`src/sv/arbu_pkg.sv`:
```
package arbu_pkg;

    localparam int DIST_W    = 16;
    localparam int SPK_IN_W  = 16;
    localparam int OCC_IN_W  = 24;
    localparam int SPK_W     = 28;
    localparam int OCC_W     = 36;
    localparam int RSQ_W     = 8;
    localparam int ALPHA_W   = 32;
    localparam int MUL_W     = 32;
    localparam int PROD_W    = 2 * MUL_W;
    localparam int K_W       = 36;
    localparam int P2_W      = 57;
    localparam int ACC_W     = 91;
    localparam int PADDR_W   = 3;
    localparam int PDATA_W   = 32;

    // register index sits at paddr[2]
    localparam logic REG_ALPHA = 1'b0;
    localparam logic [ALPHA_W-1:0] ALPHA_RESET = 32'h0001_0000;

    localparam logic [SPK_W-1:0]  SPK_MAX  = {SPK_W{1'b1}};
    localparam logic [OCC_W-1:0]  OCC_MAX  = {OCC_W{1'b1}};
    localparam logic [OCC_W-1:0]  OCC_ONE  = 36'h0_1000_0000;
    localparam logic [PROD_W-1:0] PROD_ONE = 64'h0000_0000_1000_0000;
    localparam logic [ACC_W-1:0]  ACC_LIM  = {{(ACC_W-57){1'b0}}, 1'b1, 56'b0};

    typedef struct packed {
        logic [DIST_W-1:0]   distance;
        logic [SPK_IN_W-1:0] spikes;
        logic [OCC_IN_W-1:0] occ;
    } t_cell;

    typedef struct packed {
        logic [MUL_W-1:0] a;
        logic [MUL_W-1:0] b;
    } t_mul_req;

    typedef enum logic [3:0] {
        ST_IDLE,
        ST_PASS,
        ST_DRAIN,
        ST_K,
        ST_M1,
        ST_P2,
        ST_PP0,
        ST_PP1,
        ST_PP2,
        ST_PP3,
        ST_PP4
    } t_state;

endpackage

```
`src/sv/arbu_mult.sv`:
```
module arbu_mult
    import arbu_pkg::*;
(
    input  logic              i_clk,
    input  t_mul_req          i_req,
    output logic [PROD_W-1:0] o_prod
);

    logic [PROD_W-1:0] r_prod;

    always_ff @(posedge i_clk) begin
        r_prod <= i_req.a * i_req.b;
    end

    assign o_prod = r_prod;

endmodule

```
`config.mk`:
```
export PLATFORM = sky130hd
export DESIGN_NAME = arbu_mult
export DESIGN_NICKNAME = d
export VERILOG_FILES = /design/src/sv/arbu_pkg.sv /design/src/sv/arbu_mult.sv
export SDC_FILE = /design/constraint.sdc
export NUM_CORES = 2
export LEC_CHECK = 0
export ABC_AREA = 0
export BUFFER_PORTS_ARGS = -buffer_cell sky130_fd_sc_hd__buf_2
export CAP_MARGIN = 20
export CORE_AREA = 2 2 349 351
export CTS_CLUSTER_DIAMETER = 100
export CTS_CLUSTER_SIZE = 16
export DETAILED_ROUTE_END_ITERATION = 16
export DIE_AREA = 0 0 351 353
export MAX_ROUTING_LAYER = met4
export SLEW_MARGIN = 25
export SYNTH_ARGS = -nofsm -noshare
export SYNTH_HDL_FRONTEND = slang
export SYNTH_SLANG_ARGS = --single-unit
```
`constraint.sdc`:
```
create_clock -name i_clk -period 9.3 [get_ports i_clk]
set_clock_uncertainty 0.1 [all_clocks]
set_input_delay 1.86 -clock i_clk [delete_from_list [all_inputs] [get_ports i_clk]]
set_output_delay 1.86 -clock i_clk [all_outputs]
set_load 0.05 [all_outputs]
```
Word level (Yosys, flattened, before mapping)
Cells that the tools add are included.
{"block": "totals", "regBits": 64, "latchBits": 0, "ram_bits": 0, "rom_bits": 0, "in_bits": 65, "out_inout_bits": 64, "n_memories": 0}
{"block": "op_classes", "add_sub_neg": 0, "multipliers": 1, "n_div": 0, "magnitude_cmp": 0, "eq_ne": 0, "shifts": 0, "n_mux": 0, "bitwise_logic": 0, "n_reduce_logical": 0}
{"op": "multiplier 32 x 32 -> 64 bit", "n": 1}

Longest topological paths before layout
{"block": "depth", "word_depth": 1, "depth_mapped": 29, "mapped_depth_nobuf": 27}

Worst setup path before layout
OpenSTA, ideal clock, no wires.
{"block": "synth_timing", "path_type": "input -> register", "start": "in i_req[57] (netlist name)", "end": "reg r_prod[62], in the netlist o_prod[62]", "setup_time_ns": 0.072, "arrival_ns": 8.541, "slack_ns": 0.587, "path_stages": 25, "path_cell_list": "clkbuf_1 -> nand2_1 -> fa_1 -> inv_1 -> fa_1 -> inv_1 -> fa_1 -> inv_1 -> fa_1 -> fa_1 -> fa_1 -> fa_1 -> inv_1 -> fa_1 -> inv_1 -> ha_1 -> buf_2 -> nand4_1 -> or4_1 -> or3_1 -> a31oi_1 -> a31o_2 -> a211oi_1 -> o21ai_1 -> xor2_1"}
{"block": "synth_via", "elab_chain_len": 1}
{"item": "start, declared", "line": "arbu_mult.sv:5", "source": "input t_mul_req i_req,"}
{"item": "multiplier 32 x 32 -> 64 bit", "line": "arbu_mult.sv:12", "source": "r_prod <= i_req.a * i_req.b;"}
{"item": "end signal, assigned", "line": "arbu_mult.sv:12"}
{"item": "end, declared", "line": "arbu_mult.sv:9", "source": "logic [PROD_W-1:0] r_prod;"}
No other way between the ends.

Worst setup path in the final report
{"block": "layout_timing", "start": "in i_req[45] (netlist name)", "end": "reg r_prod[62], in the netlist o_prod[62]"}
The elaborated chain is that of the path after synthesis.

==> implementation parameters <==
Parameter                              Value

Status
  Outcome    completed

Yosys
  Ys Warns    0
  Post-synthesis instance area    34700 um2
  Largest family of logic cells by synthesized area    adder cells
  Top cells by area in the synthesized netlist    fa_1 (52%), and2_1 (11%), ha_1 (9.5%)
  Xor and xnor area share after synthesis    0.0152
  Largest area contributor in the synthesized netlist    fa_1
  Count of flip-flops with a built-in enable after synthesis    0
  Unique cell type count in the Yosys netlist    57
  Dominant synthesized flop cell    dfxtp_1
  Post-synth top area share    0.517
  Multiplexer share of the synthesized area    0.000289
  Adder-cell area share of the yosys netlist    0.612
  Mean instance size in the synthesized netlist    9.25 um2
  Net count after synthesis    4972
  Compound-gate portion of the synthesized area    0.0415
  Share of synthesized cell area in and, or, nand and nor gates    0.176
  Number of instances in the synthesized netlist    3748
  Number of synthesized register bits    64
  FFs w/ async S/R, synth    0
  Portion of the post-synthesis area used by sequential elements    0.0369

Die
  Die area    124000 um2
  Die width    351 um
  I/O pins    129
  Core outline area    121000 um2
  Die outline height    353 um
  Cell row count    128
  Starting Density    0.288

Final layout
  Most common cell after layout, fill and taps aside    fa_1
  Flip-flop count of the largest register, all copies and words added    64
  Total area of sequential cells    1280 um2
  Multi-input logic area    29300 um2
  Leading cell types in the layout, fill and taps excluded    fa_1 (896), inv_1 (865), and2_1 (602)
  Synthesis-to-finish area growth    9.31%
  Share of post-route cells with drive strength above 1    0.0767
  Fill cell instance count of the final layout    12642
  Number of nets in the finished design    5025
  Non-filler cells, final    5437

Critical path
  Critical path data arrival time    9.18 ns
  CP Capture Type    flop
  Worst-path fanout max    24
  Critical Path Source Type    primary input
  Worst Path Class, Setup    in -> reg
  Data required time of the worst path    9.50 ns

Global route
  Antenna violations before repair    19
  Global router's overall resource usage    0.161
  First-pass GRT wire length    150000 um
  Total gr overflow    0
  Largest net degree at the start of global routing    33
  Number of global-route vias before repair    26771

Routing
  Routed met2 length    48800 um
  Met1 Wirelength    36400 um
  Wire length on met3    4050 um
  Number of iterations in the first detailed-routing pass    6
  Violation count after the first detailed-route iteration    1276
  Post-detailed-routing wire length    92800 um
  Number of remaining DRC errors    0
  Total via count after detailed routing    24739
  Highest signal layer in the routed design    met4
  Antenna Violating Nets Remaining    0
  Final routed wire length divided by cell count    17.1 um
  Vias per std cell    4.55

Clock network
  CTS tree    built
  Hold-fix buffers, CTS    0
  Largest buffer count on any clock path    2
  Num Clock Sinks    64
  Number of H-tree levels    3
  Buffer cell driving the clock tree root    clkbuf_16
  Number of buffers inserted by post-CTS setup repair    0
  Post-cts gate resize count    0
  Clock-pin slew on the worst setup and hold paths    0.06 ns
  Clock buffers created by TritonCTS    9

Placed design
  Half-perimeter wire length after placement    81800 um
  Post-placement cell count    5415
  Port Buffer Count    128
  GP Congestion    0.887

STA
  Max Clk Rate    111 MHz
  Max-slew violation count    0
  Final setup violating endpoints    0
  Min Tclk post-route    8.98 ns
  Final critical-path share of the clock period    0.965
  Remaining max-slew budget at the tightest pin    0.601
  Measured slew at the worst slew-check pin    0.594 ns
  Sum Neg Setup Slack    0 ns
  Total count of hold-check failures in the final report    0
  Unrepaired setup endpoints after global routing    no

Job
  Max Cap Viol    0

Min path
  Hold Path Class    in -> reg
==> cell type report <==
cell class                 instances  area share
antenna                            6    0.000396
clock buffer                      13     0.00660
clock inverter                     3     0.00172
inverter                         865      0.0857
multi-input combinational       2599       0.773
sequential                        64      0.0338
tap                             1625      0.0536
timing repair buffer             262      0.0448
==> logic make-up after synthesis <==
group,count (synthesis)
AOI/OAI and AO/OA,202
xor gates and xnor gates,60
adders and majority gates,1159
buffers and inverters,1085
DFF,64
muxes,1
and+or+nand+nor,1177
==> layer usage <==
layer / global-route usage / vias to the layer above
li1: - / 10946
met1: 0.191 / 13033
met2: 0.282 / 579
met3: 0.0211 / 181
met4: 0.0498 / 0
met5: - / -
==> critical path: stages <==
cell and delay [ns]:
buf_2 0.44, buf_4 0.27, nand2_1 0.09, fa_1 0.54, inv_1 0.05, fa_1 0.47, fa_1 0.56, fa_1 0.47
fa_1 0.58, fa_1 0.45, fa_1 0.49, inv_1 0.05, fa_1 0.48, inv_1 0.04, ha_1 0.28, nand2_1 0.10
or4_1 0.52, or3_1 0.37, a31oi_1 0.19, buf_4 0.18, a31o_2 0.22, a211oi_1 0.11, o21ai_1 0.18, xor2_1 0.14
==> cell usage after synthesis, types with 23 or more instances <==
cell type	n
xnor2_1	35
nand2_1	480
clkbuf_1	213
xor2_1	25
ha_1	263
a21o_1	40
a21oi_1	63
dfxtp_1	64
fa_1	896
and2_1	602
inv_1	865
nand4_1	23
==> path summary, 6_finish.rpt <==
path              cells past startpoint                 end       from
hold / removal                        3   o_prod[0]$_DFF_P_  i_req[32]
setup / recovery                     24  o_prod[62]$_DFF_P_  i_req[45]
==> stage by stage <==
step           setup WS [ns]  area, um2  hold WS [ns]   util
2_1_floorplan          0.587      34700          1.89      -
3_3_place_gp          0.0800      37600          2.23  0.312
3_5_place_dp          0.0246      37600          2.23  0.312
4_1_cts                0.411      37900          2.06  0.314
5_1_grt               0.0269      37900          2.09  0.314
6_report               0.324      37900          2.10  0.314
Power is left out: the tool's default activity adds up to more than one toggle a clock period on the data nets, which glitch-free logic cannot reach.
